--- src/rtl/sfdl_pkg.sv ---
`default_nettype none

package sfdl_pkg;

    localparam int DEPTH_LOG2   = 17;
    localparam int STORE_DEPTH  = 1 << DEPTH_LOG2;
    localparam int SMOOTH_SHIFT = 10;
    localparam int TANH_LOG2    = 10;
    localparam int TANH_DEPTH   = 1 << TANH_LOG2;

    localparam int SAMPLE_W  = 24;
    localparam int REG_W     = 16;
    localparam int CFG_IDX_W = 3;
    localparam int POS_W     = DEPTH_LOG2 + 16;
    localparam int DELAY_W   = POS_W + 1;
    localparam int TANH_W    = 21;
    localparam int MUL_W     = 27;
    localparam int ACC_W     = 64;
    localparam int GAIN_W    = 34;
    localparam int STEP_W    = 19;
    localparam int CLIP_W    = 26;
    localparam int INTERP_W  = 22;

    localparam int CLIP_SHIFT  = 23;
    localparam int LUT_FRAC_W  = CLIP_SHIFT - TANH_LOG2;
    localparam int STEP_LIMIT  = 2 << 16;
    localparam int OUT_LIMIT   = 4 << 20;
    localparam int ONE_Q20     = 1 << 20;
    localparam int FB_GAIN     = 72058;
    localparam int MIX_SHIFT   = 21;

    // Short range target is reg * STORE_DEPTH / 100, taken as a multiply by a
    // rounded-up reciprocal of 25 over the depth divided by four.
    localparam int DIV_SHIFT = 21;
    localparam longint unsigned DIV_RECIP =
        ((64'd1 << (DEPTH_LOG2 - 2 + DIV_SHIFT)) + 64'd24) / 64'd25;
    localparam int RECIP_LO = int'(DIV_RECIP & 64'hFFFF);
    localparam int RECIP_HI = int'(DIV_RECIP >> 16);

    localparam logic [REG_W-1:0] REG_HALF = 16'h8000;

    typedef enum logic [CFG_IDX_W-1:0] {
        CFG_DELAY_LEFT  = 3'd0,
        CFG_DELAY_RIGHT = 3'd1,
        CFG_SHORT_RANGE = 3'd2,
        CFG_FEEDBACK    = 3'd3,
        CFG_WET_MIX     = 3'd4,
        CFG_OUT_LEVEL   = 3'd5
    } t_cfg_idx;

    typedef enum logic [1:0] {
        SH_NONE = 2'd0,
        SH_WORD = 2'd1,
        SH_MIX  = 2'd2
    } t_mac_sh;

    typedef struct packed {
        logic                    valid;
        logic                    clr;
        t_mac_sh                 sh;
        logic signed [MUL_W-1:0] a;
        logic signed [MUL_W-1:0] b;
    } t_mac_op;

    typedef logic [TANH_W-1:0] t_tanh_tab [TANH_DEPTH+1];

    // Unsigned quotient by shift and subtract, used while the table is built.
    function automatic logic [63:0] udiv64(logic [63:0] n, logic [63:0] d);
        logic [63:0] q;
        logic [64:0] r;
        q = '0;
        r = '0;
        for (int b = 63; b >= 0; b--) begin
            r = {r[63:0], n[b]};
            if (r >= {1'b0, d}) begin
                r    = r - {1'b0, d};
                q[b] = 1'b1;
            end
        end
        return q;
    endfunction

    // Each entry is tanh on [0, 8.0] in Q.20: exp(-2x/16) by a Taylor series
    // in Q.31, squared four times, then (1 - e) / (1 + e) rounded.
    function automatic t_tanh_tab tanh_table();
        t_tanh_tab       tab;
        logic [63:0]     g;
        logic [63:0]     term;
        logic [63:0]     e;
        logic [63:0]     num;
        logic [63:0]     den;
        longint          sum;
        for (int i = 0; i <= TANH_DEPTH; i++) begin
            g    = (64'(i) << (35 - TANH_LOG2)) >> 4;
            term = 64'd1 << 31;
            sum  = longint'(term);
            for (int k = 1; k <= 14; k++) begin
                term = udiv64((term * g) >> 31, 64'(k));
                if ((k & 1) == 1) begin
                    sum = sum - longint'(term);
                end else begin
                    sum = sum + longint'(term);
                end
            end
            if (sum < 0) begin
                sum = 0;
            end
            e = 64'(sum);
            if (e > (64'd1 << 31)) begin
                e = 64'd1 << 31;
            end
            for (int k = 0; k < 4; k++) begin
                e = (e * e) >> 31;
            end
            num    = ((64'd1 << 31) - e) << 20;
            den    = (64'd1 << 31) + e;
            tab[i] = TANH_W'(udiv64(num + (den >> 1), den));
        end
        return tab;
    endfunction

endpackage

`default_nettype wire

--- src/rtl/sfdl_mac.sv ---
`default_nettype none

module sfdl_mac (
    input  logic                                 i_clk,
    input  logic                                 i_rst_n,
    input  sfdl_pkg::t_mac_op                    i_op,
    output logic signed [sfdl_pkg::ACC_W-1:0]    o_acc
);
    import sfdl_pkg::*;

    logic                      r_vld;
    logic                      r_clr;
    t_mac_sh                   r_sh;
    logic signed [2*MUL_W-1:0] r_prod;
    logic signed [ACC_W-1:0]   r_acc;
    logic signed [ACC_W-1:0]   addend;
    logic signed [ACC_W-1:0]   n_acc;

    always_comb begin
        case (r_sh)
            SH_WORD: addend = ACC_W'(r_prod) << 16;
            SH_MIX:  addend = ACC_W'(r_prod) << MIX_SHIFT;
            default: addend = ACC_W'(r_prod);
        endcase
        n_acc = (r_clr ? '0 : r_acc) + addend;
    end

    always_ff @(posedge i_clk) begin
        if (!i_rst_n) begin
            r_vld <= 1'b0;
        end else begin
            r_vld <= i_op.valid;
        end
        r_clr  <= i_op.clr;
        r_sh   <= i_op.sh;
        r_prod <= i_op.a * i_op.b;
        if (r_vld) begin
            r_acc <= n_acc;
        end
    end

    assign o_acc = r_acc;

endmodule

`default_nettype wire

--- config.mk ---
export PLATFORM = sky130hd
export DESIGN_NAME = sfdl_mac
export DESIGN_NICKNAME = d
export VERILOG_FILES = /design/src/rtl/sfdl_pkg.sv /design/src/rtl/sfdl_mac.sv
export SDC_FILE = /design/constraint.sdc
export NUM_CORES = 2
export LEC_CHECK = 0
export BUFFER_PORTS_ARGS = -buffer_cell sky130_fd_sc_hd__buf_2
export CORE_MARGIN = 4
export CORE_UTILIZATION = 60
export CTS_BUF_LIST = sky130_fd_sc_hd__clkbuf_4 sky130_fd_sc_hd__clkbuf_8 sky130_fd_sc_hd__clkbuf_16
export DETAILED_ROUTE_END_ITERATION = 10
export PLACE_DENSITY_LB_ADDON = 0.15
export SETUP_SLACK_MARGIN = 0.15
export SLEW_MARGIN = 25
export SYNTH_ARGS = -nofsm -noshare
export SYNTH_HDL_FRONTEND = slang
export SYNTH_SLANG_ARGS = --single-unit
export TNS_END_PERCENT = 10
--- constraint.sdc ---
create_clock -name i_clk -period 8.06 [get_ports i_clk]
set_input_delay 1.209 -clock i_clk [delete_from_list [all_inputs] [get_ports i_clk]]
set_output_delay 1.209 -clock i_clk [all_outputs]
set_load 0.05 [all_outputs]
==> reports/metrics.yaml <==
synth_edf_count: 64
die-area_sq_mm: 0.06178
cts_max_level: 4
routabilityCongestion: 0.9493
finalCriticalPeriod_ps: 7630
route.vias.total: 26190
async_flop_share_pct: 0
cap_violations: 0
synth_ff_type: "edfxtp_1"
hp-class: "flip-flop to flip-flop"
slew_violations: 0
rsz0062_at_grt: "true"
worstPathRequired_ps: 8410
yosys_warnings: 0
synth_top_cell_area_share_pct: 43.94
drtIter0Drc: 2127
yosysTopAreaCell: "fa_1"
grt_max_degree: 65
syn_to_final_growth_pct: 6.678
fillers: 4917
first_global_vias: 27240
insertion_delay_ps: 440
postCtsHoldBufs: 0
dieHeight_um: 248.6
design_area_sq_mm: 0.03704
start_util_pct: 61.10
hold_depth: 2
status: "completed"
nNetsFinal: 4982
antenna_found_initial: 2
drc_errors: 0
worstHoldStart: "o_acc[0]"
ys_seq_area_share_pct: 8.880
finish.utilization_pct: 65.18
reg2reg_to: "o_acc[58]"
synthMuxAreaShare_pct: 0.09009
skew_ps: 10.81
grt_pass1_wl_um: 148100
multi_input_area_sq_mm: 0.02765
coreArea_sq_mm: 0.05682
synth_compound_area_share_pct: 8.580
max_freq_mhz: 131.1
seq_area_sq_mm: 0.003085
synth_xor_area_share_pct: 2.951
cts_made_buffers: 17
startpoint_type: "input pin"
crit_path_end_kind: "flip-flop"
synth-adder-area-share_pct: 51.97
avgSynthCellArea_sq_um: 8.962
cts_sinks: 122
die_x_um: 248.6
synth_nets: 4919
clk_pin_slew_ps: 60
whs_endpoint: "o_acc[0]"
viasPerCell: 5.564
arrival_ps: 7980
wl_per_cell_um: 19.23
synthTopCellsByArea: "fa_1 (44%), inv_1 (9.4%), ha_1 (8.0%), and2_1 (5.9%), edfxtp_1 (5.5%)"
root_buffer: "clkbuf_16"
r2r_slack_ps: 2510
critical_path.max_fanout: 14
ff2ff_path_depth: 15
cts_tree: "yes"
grt_use_total_pct: 29.76
timing.hold.ws_ps: 754.1
clockBufferDepth: 2
hold_violations: 0
synthesis.instances: 3874
synth_top_family_by_area: "adder cells"
hpwl_um: 77350
postRouteAntennaNets: 0
layout-drive-gt1-share_pct: 7.392
tightest_slew_ps: 917.3
dr.pass1.iters: 5
period_share_pct: 94.66
place.port_buffers: 123
r2r-start: "r_sh[0]"
ys_seq_elements: 122
num_rows: 87
relSlewSlack_pct: 38.72
wl_um: 90510
synth.cell_area_sq_mm: 0.03472
timing_worst_setup_path_type: "input pin to flip-flop"
overflow: 0
tns_ps: 0
synth-simple-area-share_pct: 16.00
post_dp_cell_area_sq_mm: 0.03642
synth_cell_types: 79
finalSetupViolations: 0
ioPinCount: 124
==> final cells by class <==
| class | instances | area share (%) |
|---|---|---|
| diodes | 1 | 0.006756 |
| flip-flops and latches | 122 | 8.331 |
| clock buffers | 21 | 1.341 |
| repair buffers | 235 | 4.020 |
| well taps | 756 | 2.554 |
| clock inverters | 11 | 0.2770 |
| inverters | 871 | 8.827 |
| multi-input cells | 2690 | 74.64 |
==> critical path, stage by stage <==
cell	delay, ps
buf_2	370
buf_4	270
nand2_1	100
fa_1	520
fa_1	540
inv_1	50
fa_1	480
fa_1	610
fa_1	440
fa_1	490
inv_1	50
fa_1	510
inv_1	50
ha_1	390
a21oi_1	160
nor2b_1	50
o21ai_0	200
a21oi_1	110
o31ai_1	250
o211ai_2	160
nand4_2	160
a311oi_4	100
a311o_2	440
a311oi_2	250
==> cells by family after synthesis <==
logic type | after synthesis
AO/OA/AOI/OAI | 449
XOR/XNOR | 117
adder cells (fa/ha/maj) | 985
buffers and inverters | 1062
flip-flops | 122
multiplexers | 3
AND/OR/NAND/NOR | 1136
==> worst max-delay path by stage <==
stage,end,start,cells past startpoint,slack [ps]
final,r_prod[50],i_op[12],24,430
after global routing,r_prod[53],i_op[3],28,110
after CTS,r_prod[53],i_op[6],24,370
after detailed placement,r_prod[53],i_op[6],24,-70
after global placement,r_prod[53],i_op[6],24,40
after floorplan,r_prod[52],i_op[7],25,210
==> per-stage QoR <==
step	std cells	setup slack [ps]
6_report	4707	430.0
3_5_place_dp	4674	-74.78
5_1_grt	4707	107.0
4_1_cts	4706	370.4
2_1_floorplan	3874	211.9
3_3_place_gp	4674	36.55
==> routing by layer <==
metal	global-route usage, %	share of wire, %
met5	0	0.019
met4	8.415	3.0
met3	3.459	6.4
met2	48.80	48
met1	42.49	42
==> layout by cell type, fill, tap and decap left out, drive strengths merged, types with 15 or more instances in the layout <==
cell type  count
o21a          18
nor3          20
xnor2         79
nand4         22
a21oi        119
a21o          46
buf          232
o21ai        107
inv          878
nor2         105
nor2b         78
o21bai        16
and2         330
edfxtp        64
o211ai        15
a22oi         33
fa           762
nand2        506
ha           223
dfxtp         58
clkbuf        24
nand2b        24
xor2          38
nand3         21
==> synthesized netlist by cell type, types with 38 or more instances <==
library cell,instances
inv_1,871
fa_1,762
nand2_1,506
and2_1,330
ha_1,223
clkbuf_1,174
a21oi_1,118
nor2_1,105
o21ai_0,99
xnor2_1,79
nor2b_1,78
edfxtp_1,64
dfxtp_1,58
a21o_1,46
xor2_1,38
==> state kept, by name (all words and copies together) (netlist names) <==
register  count
o_acc        64
r_clr         1
r_prod       54
r_sh          2
r_vld         1
==> what timing repair did <==
item                                    CTS  global route
endpoints found under the setup margin    0             3
gates resized for setup                   0             6
buffers inserted                          0             0
Power is not shown: default switching activity piles up to over one toggle a cycle in this logic, so the estimate is an artifact.
